==> src/hw/rtl/single_wire_sensor_frame_decoder_core_defines.svh <==
// Assertion macros shared by the single-wire sensor frame decoder RTL.
// Users must have clk and rst_n in scope; no other dependencies.
`ifndef SINGLE_WIRE_SENSOR_FRAME_DECODER_CORE_DEFINES_SVH
`define SINGLE_WIRE_SENSOR_FRAME_DECODER_CORE_DEFINES_SVH

// Same-cycle implication, disabled while reset is asserted.
`define SWSFD_ASSERT_IMP(name, ante, cons) \
    name: assert property (@(posedge clk) disable iff (!rst_n) (ante) |-> (cons)) \
        else $error("swsfd assertion failed");

// Next-cycle implication, disabled while reset is asserted.
`define SWSFD_ASSERT_NEXT(name, ante, cons) \
    name: assert property (@(posedge clk) disable iff (!rst_n) (ante) |=> (cons)) \
        else $error("swsfd assertion failed");

`endif

==> src/hw/rtl/swsfd_pkg.sv <==
// Package for the single-wire sensor frame decoder: widths, codes, reset values and types.
// No dependencies; used by the interfaces and all modules.
package swsfd_pkg;

    localparam int TIMESTAMP_WIDTH_DEFAULT = 32;
    localparam int TIME_IN_W   = 32;
    localparam int REQ_W       = 2;
    localparam int STATUS_W    = 2;
    localparam int HUM_W       = 12;
    localparam int TEMP_W      = 11;
    localparam int PACKED_W    = 21;
    localparam int FRAME_W     = 40;
    localparam int COUNT_W     = 6;
    localparam int BIT_MIN_W   = 8;
    localparam int TIMEOUT_W   = 16;
    localparam int APB_ADDR_W  = 3;
    localparam int APB_DATA_W  = 32;

    localparam int FRAME_BITS  = 40;
    localparam int TENS_SCALE  = 10;
    localparam int PACK_SCALE  = 1000;

    localparam logic [BIT_MIN_W-1:0] BIT_ONE_MIN_RESET   = 8'd45;
    localparam logic [TIMEOUT_W-1:0] FRAME_TIMEOUT_RESET = 16'd10000;

    typedef enum logic [REQ_W-1:0] {
        REQ_ARM  = 2'd0,
        REQ_EDGE = 2'd1,
        REQ_TICK = 2'd2
    } req_t;

    typedef enum logic [STATUS_W-1:0] {
        ST_OK       = 2'd0,
        ST_TIMEOUT  = 2'd1,
        ST_CHECKSUM = 2'd2,
        ST_NEGATIVE = 2'd3
    } status_t;

    typedef struct packed {
        logic [BIT_MIN_W-1:0] bit_one_min_us;
        logic [TIMEOUT_W-1:0] frame_timeout_us;
    } cfg_t;

    typedef struct packed {
        logic               valid;
        logic               timeout;
        logic [FRAME_W-1:0] frame;
    } event_t;

endpackage

==> src/hw/rtl/swsfd_if.sv <==
// Request and response channel interfaces of the frame decoder.
// Depends on swsfd_pkg for field widths.
interface swsfd_req_if;
    import swsfd_pkg::*;

    logic                 valid;
    logic                 ready;
    logic [REQ_W-1:0]     req_type;
    logic                 line_level;
    logic [TIME_IN_W-1:0] time_us;

    modport source (output valid, req_type, line_level, time_us, input ready);
    modport sink (input valid, req_type, line_level, time_us, output ready);
endinterface

interface swsfd_rsp_if;
    import swsfd_pkg::*;

    logic                valid;
    logic                ready;
    logic [STATUS_W-1:0] status;
    logic [HUM_W-1:0]    humidity_tenths;
    logic [TEMP_W-1:0]   temperature_tenths;
    logic [PACKED_W-1:0] packed_reading;

    modport source (output valid, status, humidity_tenths, temperature_tenths,
                    packed_reading, input ready);
    modport sink (input valid, status, humidity_tenths, temperature_tenths,
                  packed_reading, output ready);
endinterface

==> src/hw/rtl/swsfd_cfg_regs.sv <==
// APB-style configuration registers: pulse threshold and frame timeout.
// Depends on swsfd_pkg.
module swsfd_cfg_regs (
    input  logic                             clk,
    input  logic                             rst_n,
    input  logic                             psel,
    input  logic                             penable,
    input  logic                             pwrite,
    input  logic [swsfd_pkg::APB_ADDR_W-1:0] paddr,
    input  logic [swsfd_pkg::APB_DATA_W-1:0] pwdata,
    output logic [swsfd_pkg::APB_DATA_W-1:0] prdata,
    output logic                             pready,
    output swsfd_pkg::cfg_t                  cfg
);
    import swsfd_pkg::*;

    localparam logic REG_BIT_ONE_MIN   = 1'b0;
    localparam logic REG_FRAME_TIMEOUT = 1'b1;

    logic [BIT_MIN_W-1:0] bit_one_min_reg;
    logic [TIMEOUT_W-1:0] frame_timeout_reg;
    logic                 wr_en;
    logic                 reg_sel;

    assign pready  = 1'b1;
    assign wr_en   = psel && penable && pwrite;
    assign reg_sel = paddr[2];

    always_ff @(posedge clk or negedge rst_n)
    begin
        if (!rst_n)
        begin
            bit_one_min_reg   <= BIT_ONE_MIN_RESET;
            frame_timeout_reg <= FRAME_TIMEOUT_RESET;
        end
        else if (wr_en)
        begin
            unique case (reg_sel)
                REG_BIT_ONE_MIN:   bit_one_min_reg   <= pwdata[BIT_MIN_W-1:0];
                REG_FRAME_TIMEOUT: frame_timeout_reg <= pwdata[TIMEOUT_W-1:0];
                default:           ;
            endcase
        end
    end

    always_comb
    begin
        unique case (reg_sel)
            REG_BIT_ONE_MIN:   prdata = APB_DATA_W'(bit_one_min_reg);
            REG_FRAME_TIMEOUT: prdata = APB_DATA_W'(frame_timeout_reg);
            default:           prdata = '0;
        endcase
    end

    assign cfg.bit_one_min_us   = bit_one_min_reg;
    assign cfg.frame_timeout_us = frame_timeout_reg;

endmodule

==> src/hw/rtl/swsfd_frame_fsm.sv <==
// Frame state machine: tracks the response phases, measures bit pulses and
// raises a registered frame-done or timeout event. Depends on swsfd_pkg and the defines header.
module swsfd_frame_fsm #(
    parameter int TIMESTAMP_WIDTH = swsfd_pkg::TIMESTAMP_WIDTH_DEFAULT
) (
    input  logic              clk,
    input  logic              rst_n,
    input  swsfd_pkg::cfg_t   cfg,
    swsfd_req_if.sink         req,
    input  logic              ev_ready,
    output swsfd_pkg::event_t ev
);
    import swsfd_pkg::*;
    `include "single_wire_sensor_frame_decoder_core_defines.svh"

    typedef enum logic [2:0] {
        PH_IDLE,
        PH_RESP_LOW,
        PH_RESP_HIGH,
        PH_FIRST_LOW,
        PH_BIT_HIGH,
        PH_BIT_LOW
    } phase_t;

    localparam logic [COUNT_W-1:0] LAST_BIT = COUNT_W'(FRAME_BITS - 1);

    phase_t                     phase_reg, phase_next;
    logic [FRAME_W-1:0]         frame_bits_reg, frame_bits_next;
    logic [COUNT_W-1:0]         bit_count_reg, bit_count_next;
    logic [TIMESTAMP_WIDTH-1:0] high_start_reg, high_start_next;
    logic [TIMESTAMP_WIDTH-1:0] arm_time_reg, arm_time_next;
    event_t                     ev_reg, ev_next;

    logic [TIMESTAMP_WIDTH+TIME_IN_W-1:0] time_ext;
    logic [TIMESTAMP_WIDTH-1:0]           now;
    logic [TIMESTAMP_WIDTH-1:0]           since_arm;
    logic [TIMESTAMP_WIDTH-1:0]           pulse_width;
    logic                                 expired;
    logic                                 bit_val;
    logic                                 stage_en;
    logic                                 accept;

    assign stage_en  = !ev_reg.valid || ev_ready;
    assign req.ready = stage_en;
    assign accept    = req.valid && stage_en;
    assign ev        = ev_reg;

    assign time_ext    = {{TIMESTAMP_WIDTH{1'b0}}, req.time_us};
    assign now         = time_ext[TIMESTAMP_WIDTH-1:0];
    assign since_arm   = now - arm_time_reg;
    assign pulse_width = now - high_start_reg;
    assign expired     = since_arm >= TIMESTAMP_WIDTH'(cfg.frame_timeout_us);
    assign bit_val     = pulse_width > TIMESTAMP_WIDTH'(cfg.bit_one_min_us);

    always_comb
    begin
        phase_next      = phase_reg;
        frame_bits_next = frame_bits_reg;
        bit_count_next  = bit_count_reg;
        high_start_next = high_start_reg;
        arm_time_next   = arm_time_reg;
        ev_next         = ev_reg;

        if (stage_en)
        begin
            ev_next.valid   = 1'b0;
            ev_next.timeout = 1'b0;
        end

        if (accept)
        begin
            if (req.req_type == REQ_ARM)
            begin
                frame_bits_next = '0;
                bit_count_next  = '0;
                arm_time_next   = now;
                phase_next      = PH_RESP_LOW;
            end
            else if ((req.req_type == REQ_EDGE || req.req_type == REQ_TICK)
                     && phase_reg != PH_IDLE)
            begin
                if (expired)
                begin
                    phase_next      = PH_IDLE;
                    ev_next.valid   = 1'b1;
                    ev_next.timeout = 1'b1;
                end
                else if (req.req_type == REQ_EDGE)
                begin
                    unique case (phase_reg)
                        PH_RESP_LOW:
                        begin
                            if (!req.line_level)
                                phase_next = PH_RESP_HIGH;
                        end
                        PH_RESP_HIGH:
                        begin
                            if (req.line_level)
                                phase_next = PH_FIRST_LOW;
                        end
                        PH_FIRST_LOW:
                        begin
                            if (!req.line_level)
                                phase_next = PH_BIT_HIGH;
                        end
                        PH_BIT_HIGH:
                        begin
                            if (req.line_level)
                            begin
                                high_start_next = now;
                                phase_next      = PH_BIT_LOW;
                            end
                        end
                        PH_BIT_LOW:
                        begin
                            if (!req.line_level)
                            begin
                                frame_bits_next = {frame_bits_reg[FRAME_W-2:0], bit_val};
                                bit_count_next  = bit_count_reg + COUNT_W'(1);
                                if (bit_count_reg == LAST_BIT)
                                begin
                                    phase_next    = PH_IDLE;
                                    ev_next.valid = 1'b1;
                                end
                                else
                                begin
                                    phase_next = PH_BIT_HIGH;
                                end
                            end
                        end
                        default:
                        begin
                            phase_next = PH_IDLE;
                        end
                    endcase
                end
            end
            ev_next.frame = frame_bits_next;
        end
    end

    always_ff @(posedge clk or negedge rst_n)
    begin
        if (!rst_n)
        begin
            phase_reg      <= PH_IDLE;
            frame_bits_reg <= '0;
            bit_count_reg  <= '0;
            high_start_reg <= '0;
            arm_time_reg   <= '0;
            ev_reg         <= '0;
        end
        else
        begin
            phase_reg      <= phase_next;
            frame_bits_reg <= frame_bits_next;
            bit_count_reg  <= bit_count_next;
            high_start_reg <= high_start_next;
            arm_time_reg   <= arm_time_next;
            ev_reg         <= ev_next;
        end
    end

    `SWSFD_ASSERT_NEXT(a_arm_restarts, accept && req.req_type == REQ_ARM,
                       phase_reg == PH_RESP_LOW && bit_count_reg == '0)
    `SWSFD_ASSERT_NEXT(a_idle_no_event, accept && phase_reg == PH_IDLE, !ev_reg.valid)
    `SWSFD_ASSERT_NEXT(a_event_held, ev_reg.valid && !ev_ready, $stable(ev_reg))
    `SWSFD_ASSERT_IMP(a_count_range, phase_reg != PH_IDLE, bit_count_reg <= LAST_BIT)

endmodule

==> src/hw/rtl/swsfd_reading_calc.sv <==
// Result pipeline: checksum and tenths decode, then packing into the output register.
// Depends on swsfd_pkg and the defines header.
module swsfd_reading_calc (
    input  logic              clk,
    input  logic              rst_n,
    input  swsfd_pkg::event_t ev,
    output logic              ev_ready,
    swsfd_rsp_if.source       rsp
);
    import swsfd_pkg::*;
    `include "single_wire_sensor_frame_decoder_core_defines.svh"

    logic [7:0] b0, b1, b2, b3, b4;
    logic [7:0] byte_sum;
    logic [HUM_W-1:0]  hum;
    logic [TEMP_W-1:0] temp;
    status_t           status;

    logic              chk_valid_reg, chk_valid_next;
    status_t           chk_status_reg, chk_status_next;
    logic [HUM_W-1:0]  chk_hum_reg, chk_hum_next;
    logic [TEMP_W-1:0] chk_temp_reg, chk_temp_next;

    logic                out_valid_reg, out_valid_next;
    status_t             out_status_reg, out_status_next;
    logic [HUM_W-1:0]    out_hum_reg, out_hum_next;
    logic [TEMP_W-1:0]   out_temp_reg, out_temp_next;
    logic [PACKED_W-1:0] out_packed_reg, out_packed_next;

    logic chk_en;
    logic out_en;

    assign out_en   = !out_valid_reg || rsp.ready;
    assign chk_en   = !chk_valid_reg || out_en;
    assign ev_ready = chk_en;

    assign b0 = ev.frame[39:32];
    assign b1 = ev.frame[31:24];
    assign b2 = ev.frame[23:16];
    assign b3 = ev.frame[15:8];
    assign b4 = ev.frame[7:0];

    always_comb
    begin
        byte_sum = b0 + b1 + b2 + b3;
        hum      = HUM_W'(b0) * HUM_W'(TENS_SCALE) + HUM_W'(b1);
        temp     = TEMP_W'(b2[6:0]) * TEMP_W'(TENS_SCALE) + TEMP_W'(b3);
        if (ev.timeout)
        begin
            status = ST_TIMEOUT;
            hum    = '0;
            temp   = '0;
        end
        else if (byte_sum != b4)
            status = ST_CHECKSUM;
        else if (b2[7] && temp != '0)
            status = ST_NEGATIVE;
        else
            status = ST_OK;
    end

    always_comb
    begin
        chk_valid_next  = chk_valid_reg;
        chk_status_next = chk_status_reg;
        chk_hum_next    = chk_hum_reg;
        chk_temp_next   = chk_temp_reg;
        if (chk_en)
        begin
            chk_valid_next  = ev.valid;
            chk_status_next = status;
            chk_hum_next    = hum;
            chk_temp_next   = temp;
        end

        out_valid_next  = out_valid_reg;
        out_status_next = out_status_reg;
        out_hum_next    = out_hum_reg;
        out_temp_next   = out_temp_reg;
        out_packed_next = out_packed_reg;
        if (out_en)
        begin
            out_valid_next  = chk_valid_reg;
            out_status_next = chk_status_reg;
            out_hum_next    = chk_hum_reg;
            out_temp_next   = chk_temp_reg;
            if (chk_status_reg == ST_OK)
                out_packed_next = PACKED_W'(chk_temp_reg) * PACKED_W'(PACK_SCALE)
                                  + PACKED_W'(chk_hum_reg);
            else
                out_packed_next = '0;
        end
    end

    always_ff @(posedge clk or negedge rst_n)
    begin
        if (!rst_n)
        begin
            chk_valid_reg <= 1'b0;
            out_valid_reg <= 1'b0;
        end
        else
        begin
            chk_valid_reg <= chk_valid_next;
            out_valid_reg <= out_valid_next;
        end
    end

    always_ff @(posedge clk)
    begin
        chk_status_reg <= chk_status_next;
        chk_hum_reg    <= chk_hum_next;
        chk_temp_reg   <= chk_temp_next;
        out_status_reg <= out_status_next;
        out_hum_reg    <= out_hum_next;
        out_temp_reg   <= out_temp_next;
        out_packed_reg <= out_packed_next;
    end

    assign rsp.valid              = out_valid_reg;
    assign rsp.status             = out_status_reg;
    assign rsp.humidity_tenths    = out_hum_reg;
    assign rsp.temperature_tenths = out_temp_reg;
    assign rsp.packed_reading     = out_packed_reg;

    `SWSFD_ASSERT_NEXT(a_event_taken, ev.valid && chk_en, chk_valid_reg)
    `SWSFD_ASSERT_IMP(a_error_unpacked, out_valid_reg && out_status_reg != ST_OK,
                      out_packed_reg == '0)
    `SWSFD_ASSERT_IMP(a_timeout_zero, out_valid_reg && out_status_reg == ST_TIMEOUT,
                      out_hum_reg == '0 && out_temp_reg == '0)

endmodule

==> src/hw/rtl/single_wire_sensor_frame_decoder_core.sv <==
// Single-wire sensor frame decoder, top level; depends on swsfd_pkg, the interfaces and submodules.
// A completing transaction's result passes through the event, check and output registers to rsp.
// Throughput: one request transaction per cycle; requests stall only while the event, check
// and output registers all hold a result and rsp.ready is low.
// Reset (rst_n, async, active low) idles the frame state and restores register defaults.
module single_wire_sensor_frame_decoder_core #(
    parameter int TIMESTAMP_WIDTH = swsfd_pkg::TIMESTAMP_WIDTH_DEFAULT
) (
    input  logic                             clk,
    input  logic                             rst_n,
    swsfd_req_if.sink                        req,
    swsfd_rsp_if.source                      rsp,
    input  logic                             psel,
    input  logic                             penable,
    input  logic                             pwrite,
    input  logic [swsfd_pkg::APB_ADDR_W-1:0] paddr,
    input  logic [swsfd_pkg::APB_DATA_W-1:0] pwdata,
    output logic [swsfd_pkg::APB_DATA_W-1:0] prdata,
    output logic                             pready
);
    import swsfd_pkg::*;

    cfg_t   cfg;
    event_t ev;
    logic   ev_ready;

    swsfd_cfg_regs u_cfg_regs (
        .clk     (clk),
        .rst_n   (rst_n),
        .psel    (psel),
        .penable (penable),
        .pwrite  (pwrite),
        .paddr   (paddr),
        .pwdata  (pwdata),
        .prdata  (prdata),
        .pready  (pready),
        .cfg     (cfg)
    );

    swsfd_frame_fsm #(
        .TIMESTAMP_WIDTH (TIMESTAMP_WIDTH)
    ) u_frame_fsm (
        .clk      (clk),
        .rst_n    (rst_n),
        .cfg      (cfg),
        .req      (req),
        .ev_ready (ev_ready),
        .ev       (ev)
    );

    swsfd_reading_calc u_reading_calc (
        .clk      (clk),
        .rst_n    (rst_n),
        .ev       (ev),
        .ev_ready (ev_ready),
        .rsp      (rsp)
    );

endmodule

==> src/flat_wrapper.sv <==
// flat-port wrapper written by rule: the top's interface ports become plain ports
module single_wire_sensor_frame_decoder_core_flat import swsfd_pkg::*;
#(
    parameter int TIMESTAMP_WIDTH = swsfd_pkg::TIMESTAMP_WIDTH_DEFAULT
)
  (clk, rst_n, psel, penable, pwrite, paddr, pwdata, prdata, pready, req_valid, req_req_type, req_line_level, req_time_us, req_ready, rsp_valid, rsp_status, rsp_humidity_tenths, rsp_temperature_tenths, rsp_packed_reading, rsp_ready);
  swsfd_req_if req_i ();
  swsfd_rsp_if rsp_i ();
  input  logic clk;
  input  logic rst_n;
  input  logic psel;
  input  logic penable;
  input  logic pwrite;
  input  logic [swsfd_pkg::APB_ADDR_W-1:0] paddr;
  input  logic [swsfd_pkg::APB_DATA_W-1:0] pwdata;
  output logic [swsfd_pkg::APB_DATA_W-1:0] prdata;
  output logic pready;
  input wire logic [$bits(req_i.valid)-1:0] req_valid;
  input wire logic [$bits(req_i.req_type)-1:0] req_req_type;
  input wire logic [$bits(req_i.line_level)-1:0] req_line_level;
  input wire logic [$bits(req_i.time_us)-1:0] req_time_us;
  output wire logic [$bits(req_i.ready)-1:0] req_ready;
  output wire logic [$bits(rsp_i.valid)-1:0] rsp_valid;
  output wire logic [$bits(rsp_i.status)-1:0] rsp_status;
  output wire logic [$bits(rsp_i.humidity_tenths)-1:0] rsp_humidity_tenths;
  output wire logic [$bits(rsp_i.temperature_tenths)-1:0] rsp_temperature_tenths;
  output wire logic [$bits(rsp_i.packed_reading)-1:0] rsp_packed_reading;
  input wire logic [$bits(rsp_i.ready)-1:0] rsp_ready;
  assign req_i.valid = req_valid;
  assign req_i.req_type = req_req_type;
  assign req_i.line_level = req_line_level;
  assign req_i.time_us = req_time_us;
  assign req_ready = req_i.ready;
  assign rsp_valid = rsp_i.valid;
  assign rsp_status = rsp_i.status;
  assign rsp_humidity_tenths = rsp_i.humidity_tenths;
  assign rsp_temperature_tenths = rsp_i.temperature_tenths;
  assign rsp_packed_reading = rsp_i.packed_reading;
  assign rsp_i.ready = rsp_ready;
  single_wire_sensor_frame_decoder_core #(.TIMESTAMP_WIDTH(TIMESTAMP_WIDTH)) u_core (.clk(clk), .rst_n(rst_n), .req(req_i), .rsp(rsp_i), .psel(psel), .penable(penable), .pwrite(pwrite), .paddr(paddr), .pwdata(pwdata), .prdata(prdata), .pready(pready));
endmodule
==> config.mk <==
export PLATFORM = sky130hd
export DESIGN_NAME = single_wire_sensor_frame_decoder_core_flat
export DESIGN_NICKNAME = d
export VERILOG_FILES = /design/src/hw/rtl/swsfd_pkg.sv /design/src/hw/rtl/swsfd_if.sv /design/src/hw/rtl/swsfd_cfg_regs.sv /design/src/hw/rtl/swsfd_frame_fsm.sv /design/src/hw/rtl/swsfd_reading_calc.sv /design/src/hw/rtl/single_wire_sensor_frame_decoder_core.sv /design/src/flat_wrapper.sv
export VERILOG_INCLUDE_DIRS = /design/src /design/src/hw/rtl
export SDC_FILE = /design/constraint.sdc
export NUM_CORES = 1
export LEC_CHECK = 0
export BUFFER_PORTS_ARGS = -buffer_cell sky130_fd_sc_hd__buf_4
export CAP_MARGIN = 5
export CORE_UTILIZATION = 55
export CTS_BUF_LIST = sky130_fd_sc_hd__clkbuf_16
export CTS_CLUSTER_DIAMETER = 80
export DETAILED_ROUTE_END_ITERATION = 7
export PLACE_DENSITY = 0.75
export SYNTH_ARGS = -nofsm -noshare
export SYNTH_HDL_FRONTEND = slang
export SYNTH_HIERARCHICAL = 1
export SYNTH_SLANG_ARGS = --single-unit
==> constraint.sdc <==
create_clock -name clk -period 5.6 [get_ports clk]
set_input_delay 0.28 -clock clk [delete_from_list [all_inputs] [get_ports clk]]
set_output_delay 0.28 -clock clk [all_outputs]
set_load 0.05 [all_outputs]
==> out/summary.md, run 1 <==
The number of CTS-inserted buffers came out at 25. Across every metal layer, demand over resource in global routing totals 25.0%. The tools report the source of the worst hold timing path as req_time_us[31]. Clock skew: 25.0 ps.

For the static power due to leakage, the log shows 9.42 nW. Detailed routing inserted a total of 13332 vias. The initial utilization of the core area, before any placement, comes to 56.1%. Type of the setup path with the least slack: reg -> reg. The worst reg-to-reg setup slack was 360 ps. Type of origin of the critical path: a flip-flop. The register with the most flip-flops in the layout has 42 of them.

Number of global-route vias before repair: 13203. The max-cap check violation count is 0. The setup TNS is 0 ps, and the number of I/O pins is 158.

The worst hold path was traced through 3 stages. Most instantiated flip-flop cell in the synthesis netlist: sky130_fd_sc_hd__dfrtp_1. The portion of synthesized cell area occupied by the leading cell type came out at 19.2%. The transition time at the pin with the least slew margin is 1050 ps, and the clock transition at the registers of the reported paths is 60 ps. The initial antenna violation count is 0, and the maximum net fanout on the critical path is 7.

The die width works out to 179 um. The number of max-slew violations in the final report came out at 0. VDD sags by at most 0.000253 V. Post-CTS timing repair inserted 0 buffers for setup.

Using the TritonRoute via totals, the vias-per-cell ratio works out to 5.80. The run gives 0.0320 mm2 as the die footprint. Static timing analysis puts the maximum clock frequency at 191 MHz. The run finished with clean final reports. At the later pin of the worst-skew pair, clock insertion delay measures 540 ps.

The switching power share of the total came out at 33.5%. Of the cells placed in the final design, the portion with a size suffix greater than 1 is 14.7%. 0 antenna diodes ended up in the layout. In this run the clock root is driven by a sky130_fd_sc_hd__clkbuf_16. The relative area change from synthesis to final layout came out at 12.9%.

The share of async-settable or async-resettable flops after synthesis is 66.5%, and the largest buffer count on any clock path is 3. The run gives 0.0172 mm2 as the area of the mapped netlist. Power density relative to cell area: 245 mW/mm2.

The analysis attributes to net switching a power of 0.00159 W. Setup violations remaining at the end of the flow were counted as 0. The reg-to-reg endpoint is u_core/u_reading_calc/rsp.packed_reading[20]$_SDFFCE_PP0P_. The congestion estimate from routability-driven global placement came to 0.894.

Setup repair after global routing left no endpoint under its margin. Counting cells, the worst reg-to-reg path comes to 16. After the first detailed-routing iteration, the DRC count stood at 771.

The sequential share of power came out at 37.4%. Number of sinks handled by clock tree synthesis: 212. The placed instances occupy a cell area of 0.0184 mm2. The launch point of the worst reg-to-reg path is u_core/u_reading_calc/chk_temp_reg[1]$_SDFFCE_PP0P_.

At the worst endpoint, the required time is 5990 ps. Number of instances in the placed design: 2234. The level count of the clock H-tree came out at 1.

The post-synthesis cell count is 1761, and the number of DRC violations after detailed routing is 0. The library cell contributing the largest single delay on the critical path is sky130_fd_sc_hd__fa_1. For the finished layout, the period the worst path requires is 5240 ps. The detail route stage leaves a number of antenna-violating nets equal to 0. The relative contribution of the clock network to total power is 32.7%, and the routed wire length is 39200 um.

Averaged over all synthesized cells, the footprint is 9.76 um2. The worst setup path is captured at a flip-flop. Summed over all instances, the cell type with the most area after synthesis is sky130_fd_sc_hd__dfrtp_1. At the worst endpoint, the arrival time is 5630 ps. The relative slew slack was 30.3%; the cell row count was 64. On the worst path, the slowest cell contributes a delay of 590 ps. In the final layout, the multi-input gates occupy 0.0105 mm2. The internal power of the cells totals 0.00316 W. Dividing the final minimum period by the clock period gives 93.6%.

Summed over all layers, the global routing overflow is 0. In the post-synthesis netlist, the cell with the most instances is sky130_fd_sc_hd__inv_1. TritonCTS built the clock tree.

In this run, the combinational gates consume 30.0% of the power. Buffers placed on the I/O ports in this run total 122. Entering global routing, the biggest net connects 76 pins. The number of hold violations in the final report is 0. The first detailed-routing pass ran for 5 iterations. From bottom edge to top edge, the die measures 179 um. The first global-routing pass estimated 64400 um of wire. Sorting the synthesized cells by how often they occur yields sky130_fd_sc_hd__inv_1 (197), sky130_fd_sc_hd__ha_1 (185), sky130_fd_sc_hd__dfrtp_1 (132).

In this run, distinct cell masters in the synthesized netlist total 88. Dividing the detail-routed wire length by the instance count gives 17.1 um. The cell that appears most often on the critical path is sky130_fd_sc_hd__fa_1. The count of fill cells added during filler insertion came out at 2486. Detailed placement finished with a half-perimeter wire length of 30400 um. Walking the worst path, the cells encountered are inv_1, fa_1, fa_1, fa_1, fa_1, inv_1, ha_1, o211ai_1, o21ai_0, xnor2_1, ha_1, a21oi_1, o21a_1, nor4_4, a31o_2, a21oi_1.

For this run, the register share of the synthesized area comes to 33.0%. The tools report the area used by sequential logic in the layout as 0.00567 mm2. The path class of the tightest hold or removal check is in -> reg. The logs give 2300 for the count of placed standard cells in the final layout, fillers left out and 0.0307 mm2 for the standard cell core area. The worst hold path terminates at u_core/u_frame_fsm/arm_time_reg[31]$_DFFE_PN0P_.

In this run, synthesis produced a sequential element count of 212. The Yosys step of the flow raised 6 warnings. The run gives 0.0194 mm2 as the area of all placed cells without fillers.

Ranked by total cell area, the synthesized netlist is headed by sky130_fd_sc_hd__dfrtp_1 (19%), sky130_fd_sc_hd__ha_1 (13%), sky130_fd_sc_hd__edfxtp_1 (12%). In this run, synthesis inferred 71 flip-flops with an integrated enable. The number of nets in the layout was 2203.
cells by family (layout without fill, tap and decap cells):
group	count (synthesis)	in the layout	share of synthesized area, %
compound gates	438	438	16.8
simple gates	427	427	13.0
buf+inv	266	394	6.51
fa+ha+maj	239	239	19.8
flops	212	212	33.0
xor+xnor	104	104	5.30
mux	73	73	5.58
other cells	2	17	0.0437
power by group through the flow:
stage	logic [W]	clock network, W	registers, W
global placement	0.00135	0	0.00180
CTS	0.00141	0.00159	0.00178
detailed placement	0.00138	0	0.00181
global route	0.00157	0.00165	0.00179
floorplan	0.000941	0	0.00187
finish	0.00142	0.00155	0.00178
critical path: cells and delay by family (launching register included):
family	cells	cell delay, ps
simple gates	1	80
compound gates	6	1380
flops	1	520
buf+inv	2	230
xor+xnor	1	170
fa+ha+maj	6	2690
stage by stage:
stage	power [W]	setup slack, ps	hold slack, ps	utilization (%)
after CTS	0.00477	199	0.310	63.2
after floorplan	0.00281	761	-15.6	-
after global routing	0.00500	5.92	6.58	63.3
after global placement	0.00315	220	345	59.9
final	0.00475	357	11.9	63.3
after detailed placement	0.00319	230	353	59.9
final cells by class:
class	count	area share (%)
multi-input combinational	1298	54.0
sequential	212	29.2
timing repair buffer	153	6.35
inverter	197	3.81
clock buffer	27	3.48
tap	396	2.55
clock inverter	17	0.541
how the worst max path moves through the flow:
stage                                                                             to  cells after the start                                                 from  slack, ps
final                     u_core/u_reading_calc/rsp.packed_reading[20]$_SDFFCE_PP0P_                     16  u_core/u_reading_calc/chk_temp_reg[1]$_SDFFCE_PP0P_        360
after global routing               u_core/u_frame_fsm/high_start_reg[17]$_DFFE_PN0P_                     23                                       req_time_us[0]          6
after CTS                          u_core/u_frame_fsm/high_start_reg[17]$_DFFE_PN0P_                     23                                       req_time_us[0]        200
after detailed placement            u_core/u_frame_fsm/high_start_reg[4]$_DFFE_PN0P_                     22                                       req_time_us[0]        230
after global placement              u_core/u_frame_fsm/high_start_reg[3]$_DFFE_PN0P_                     22                                       req_time_us[0]        220
after floorplan           u_core/u_reading_calc/rsp.packed_reading[20]$_SDFFCE_PP0P_                     16  u_core/u_reading_calc/chk_temp_reg[1]$_SDFFCE_PP0P_        760
cells in the final DEF, fill, tap and decap left out, drive strengths merged, types with 39 or more instances in the layout:
cell / n
a22o: 39
edfxtp: 71
nand2: 112
fa: 54
mux2: 66
nor2: 91
dfrtp: 132
o21ai: 108
a21oi: 124
xor2: 47
xnor2: 57
inv: 205
ha: 185
buf: 131
what timing repair did:
| item | 4_1_cts | 5_1_grt |
|---|---|---|
| setup endpoints to repair | 0 | 79 |
| hold buffers | 22 | 0 |
| gates resized for setup | 0 | 5 |
| endpoints found under the hold margin | 103 | 0 |
routing by layer:
layer | track usage [%] | part of all wire (%) | wire length, um
met5 | 0 | 0 | 0
met4 | 7.70 | 3.0 | 1190
met3 | 2.37 | 3.7 | 1470
met2 | 43.7 | 49 | 19300
met1 | 32.6 | 44 | 17300
(Power assumes the default switching activity.)
==> run 2: changes to the inputs <==
--- a/config.mk
+++ b/config.mk
@@ -8,11 +8,11 @@
 export LEC_CHECK = 0
 export BUFFER_PORTS_ARGS = -buffer_cell sky130_fd_sc_hd__buf_4
 export CAP_MARGIN = 5
-export CORE_UTILIZATION = 55
+export CORE_UTILIZATION = 50
 export CTS_BUF_LIST = sky130_fd_sc_hd__clkbuf_16
 export CTS_CLUSTER_DIAMETER = 80
 export DETAILED_ROUTE_END_ITERATION = 7
-export PLACE_DENSITY = 0.75
+export PLACE_DENSITY = 0.69
 export SYNTH_ARGS = -nofsm -noshare
 export SYNTH_HDL_FRONTEND = slang
 export SYNTH_HIERARCHICAL = 1
==> run 2 against run 1 <==
Compared with the run above:
- utilization decreased by 4.5 points
- critical endpoint is now u_core/u_frame_fsm/ev[29]$_DFFE_PN0P_
- design area is 2.0% higher
- critical path type is now in -> reg
- flip-flop and latch count unchanged
- sequential power is essentially flat
- largest cell class unchanged
- final cell count grew 3.3%
- die area grew 9.9%
- critical path depth grew 8
- maximum frequency rose by 0.49%
==> out/summary.md, run 2 (synthesized netlist as in run 1, its figures left out) <==
The run finished with clean final reports. The run gives 23.3% (was 25.0%) as the all-layer global routing usage. Most used cells in the layout excluding fill and tap cells: sky130_fd_sc_hd__inv_1 (200), sky130_fd_sc_hd__ha_1 (185), sky130_fd_sc_hd__dfrtp_1 (132), sky130_fd_sc_hd__buf_4 (127), sky130_fd_sc_hd__a21oi_1 (121) (was sky130_fd_sc_hd__inv_1 (203), sky130_fd_sc_hd__ha_1 (185), sky130_fd_sc_hd__dfrtp_1 (132), sky130_fd_sc_hd__buf_4 (128), sky130_fd_sc_hd__a21oi_1 (121)). The later-pin clock latency in the skew report is 540 ps (about the same), and the largest buffer count on any clock path is 3 (unchanged).

For the initial core utilization, the log shows 51.0% (was 56.1%). The source of the worst hold timing path is req_time_us[22] (was req_time_us[31]). For the worst hold margin, the log shows 14.3 ps (was 11.9 ps). The routed via count was 13353 (was 13332); the standard cell core area was 0.0337 mm2 (was 0.0307 mm2). The type of the setup path with the least slack is in -> reg (was reg -> reg). The remaining number of nets flagged by the antenna check after routing was 0 (unchanged). The number of nets in the layout was 2223 (was 2203); the setup TNS was 0 ps (unchanged).

The tools report the wire length of the first global-routing pass as 67500 um (was 64400 um). The tools report the routability congestion estimate as 0.890 (was 0.894). The tools report the type of destination of the critical path as a flip-flop (unchanged).

The clock skew was 10.6 ps (was 25.0 ps); the via-per-instance ratio was 5.62 (was 5.80). The number of sinks handled by clock tree synthesis came out at 212 (unchanged). The tools report the number of global-route vias before repair as 13743 (was 13203).

Launch point of the worst path: req_time_us[0] (was u_core/u_reading_calc/chk_temp_reg[1]$_SDFFCE_PP0P_). For the maximum number of pins on one net before global-route repair, the log shows 90 (was 76). Launch point of the worst reg-to-reg path: u_core/u_reading_calc/chk_temp_reg[1]$_SDFFCE_PP0P_ (unchanged). The maximum net fanout on the critical path came out at 25 (was 7).

The half-perimeter wire length after detailed placement was 30500 um (was 30400 um); the total setup violations reported at the end of the flow was 0 (unchanged). The mean routed wirelength per cell works out to 16.8 um (was 17.1 um). For the level count of the clock H-tree, the log shows 1 (unchanged).

The run gives 0 (unchanged) as the max-cap check violation count. For the number of I/O pins, the log shows 158 (unchanged). The maximum clock frequency came out at 192 MHz (was 191 MHz). The logs give 5690 ps (was 5630 ps) for the data arrival at the endpoint of the critical path and 0 (unchanged) for the initial antenna violation count.

The maximum vdd drop was 0.000289 V (was 0.000253 V). The diode insertion count for antenna repair is 0 (unchanged), and the count of fill cells added during filler insertion is 2927 (was 2486). The number of flip-flops in the largest register came out at 42 (unchanged).

The transition time at the pin with the least slew margin is 1150 ps (was 1050 ps), and the final cycle utilization of the critical path is 93.2% (was 93.6%). The number of CTS-inserted buffers came out at 26 (was 25). The cell row count is 67 (was 64).

The number of DRC markers after the initial detailed-route iteration was 618 (was 771); the clock transition at the registers of the reported paths was 60 ps (about the same). The tools report the routed wire length as 39900 um (was 39200 um). Classification of the worst-slack hold path: in -> reg (unchanged). The worst path required time was 6070 ps (was 5990 ps).

The leftover overflow at the end of global routing is 0 (unchanged), and the power density relative to cell area is 255 mW/mm2 (was 245 mW/mm2). The number of max-slew violations in the final report was 0 (unchanged). The height of the die was 187 um (was 179 um); the relative area change from synthesis to final layout was 15.2% (was 12.9%). The fraction of layout instances using a drive strength above 1 was 14.6% (was 14.7%); the number of detailed-routing iterations run before antenna repair was 5 (unchanged). The type of origin of the critical path is a primary input (was a flip-flop). The number of DRC violations after detailed routing came out at 0 (unchanged). The final critical-path required period works out to 5220 ps (was 5240 ps). Setup repair after global routing left no endpoint under its margin. The static power due to leakage came out at 9.55 nW (was 9.42 nW). TritonCTS built the clock tree. The die footprint was 0.0351 mm2 (was 0.0320 mm2). Post-CTS setup buffer count: 0 (unchanged).

Buffer type at the clock tree root: sky130_fd_sc_hd__clkbuf_16 (unchanged). The count of input and output buffers is 122 (unchanged), and the number of hold violations in the final report is 0 (unchanged). The die width works out to 187 um (was 179 um).

The leading cell type in the layout, fill and taps excluded was sky130_fd_sc_hd__inv_1 (unchanged). The relative slew slack came out at 23.5% (was 30.3%).
[run 2: power breakdown]
group          switching (W)  total (W)  internal (W)  leakage [nW]
registers          0.0000600    0.00178       0.00172          2.71
logic               0.000890    0.00143      0.000539          6.37
clock network       0.000686    0.00184       0.00115         0.471
total                0.00164    0.00505       0.00341          9.55
[run 2: through the flow]
step	utilization, %	total power (W)	setup WS (ps)	instance area [um2]	std cells
after detailed placement	54.7	0.00319	262	18400	2285
after CTS	58.7	0.00507	232	19800	2375
after global placement	54.7	0.00316	326	18400	2285
after global routing	58.8	0.00529	47.8	19800	2375
final	58.8	0.00505	382	19800	2375
after floorplan	-	0.00281	761	17200	1776
[run 2: timing repair]
item / CTS / global route
hold endpoints to repair: 129 / 0
gates resized for setup: 0 / 2
hold buffers: 42 / 0
endpoints found under the setup margin: 0 / 37
[run 2: worst paths after layout]
check                                                                        endpoint  slack, ps  cells past startpoint
min in group asynchronous           u_core/u_frame_fsm/high_start_reg[18]$_DFFE_PN0P_        340                      2
max reg2reg                u_core/u_reading_calc/rsp.packed_reading[20]$_SDFFCE_PP0P_        420                     16
max in group asynchronous                       u_core/u_frame_fsm/ev[26]$_DFFE_PN0P_       4060                      3
min                                   u_core/u_frame_fsm/arm_time_reg[22]$_DFFE_PN0P_         10                      3
max                                             u_core/u_frame_fsm/ev[29]$_DFFE_PN0P_        380                     24
min reg2reg                    u_core/u_reading_calc/rsp.humidity_tenths[0]$_DFFE_PP_        450                      0
[run 2: cell type report]
type	count	area, um2	area share (%)
clock buffers	27	676	3.41
clock inverters	21	268	1.35
inverters	197	739	3.73
multi-input cells	1298	10500	52.9
flip-flops and latches	212	5670	28.6
well taps	448	561	2.83
repair buffers	172	1420	7.15
[run 2: worst max-delay path, stage by stage]
cell	delay, ps
sky130_fd_sc_hd__dlygate4sd3_1	540
sky130_fd_sc_hd__buf_4	140
sky130_fd_sc_hd__inv_1	90
sky130_fd_sc_hd__ha_1	190
sky130_fd_sc_hd__inv_1	60
sky130_fd_sc_hd__fa_1	430
sky130_fd_sc_hd__a211oi_2	240
sky130_fd_sc_hd__o211ai_1	200
sky130_fd_sc_hd__a31o_2	290
sky130_fd_sc_hd__a21oi_1	170
sky130_fd_sc_hd__xnor2_1	150
sky130_fd_sc_hd__ha_1	280
sky130_fd_sc_hd__a21oi_1	160
sky130_fd_sc_hd__nand2_1	70
sky130_fd_sc_hd__a211oi_1	290
sky130_fd_sc_hd__o22a_1	190
sky130_fd_sc_hd__nand4_1	110
sky130_fd_sc_hd__nor4_1	260
sky130_fd_sc_hd__o2111ai_1	260
sky130_fd_sc_hd__or3_1	440
sky130_fd_sc_hd__buf_4	180
sky130_fd_sc_hd__nor4_4	250
sky130_fd_sc_hd__buf_6	260
sky130_fd_sc_hd__a22o_1	170
[run 2: per-layer routing]
layer | track usage (%) | up-vias | wire, um
li1 | - | 6528 | -
met1 | 28.7 | 6429 | 17100
met2 | 42.1 | 305 | 19900
met3 | 2.21 | 91 | 1260
met4 | 8.88 | 0 | 1590
met5 | 0 | - | 0
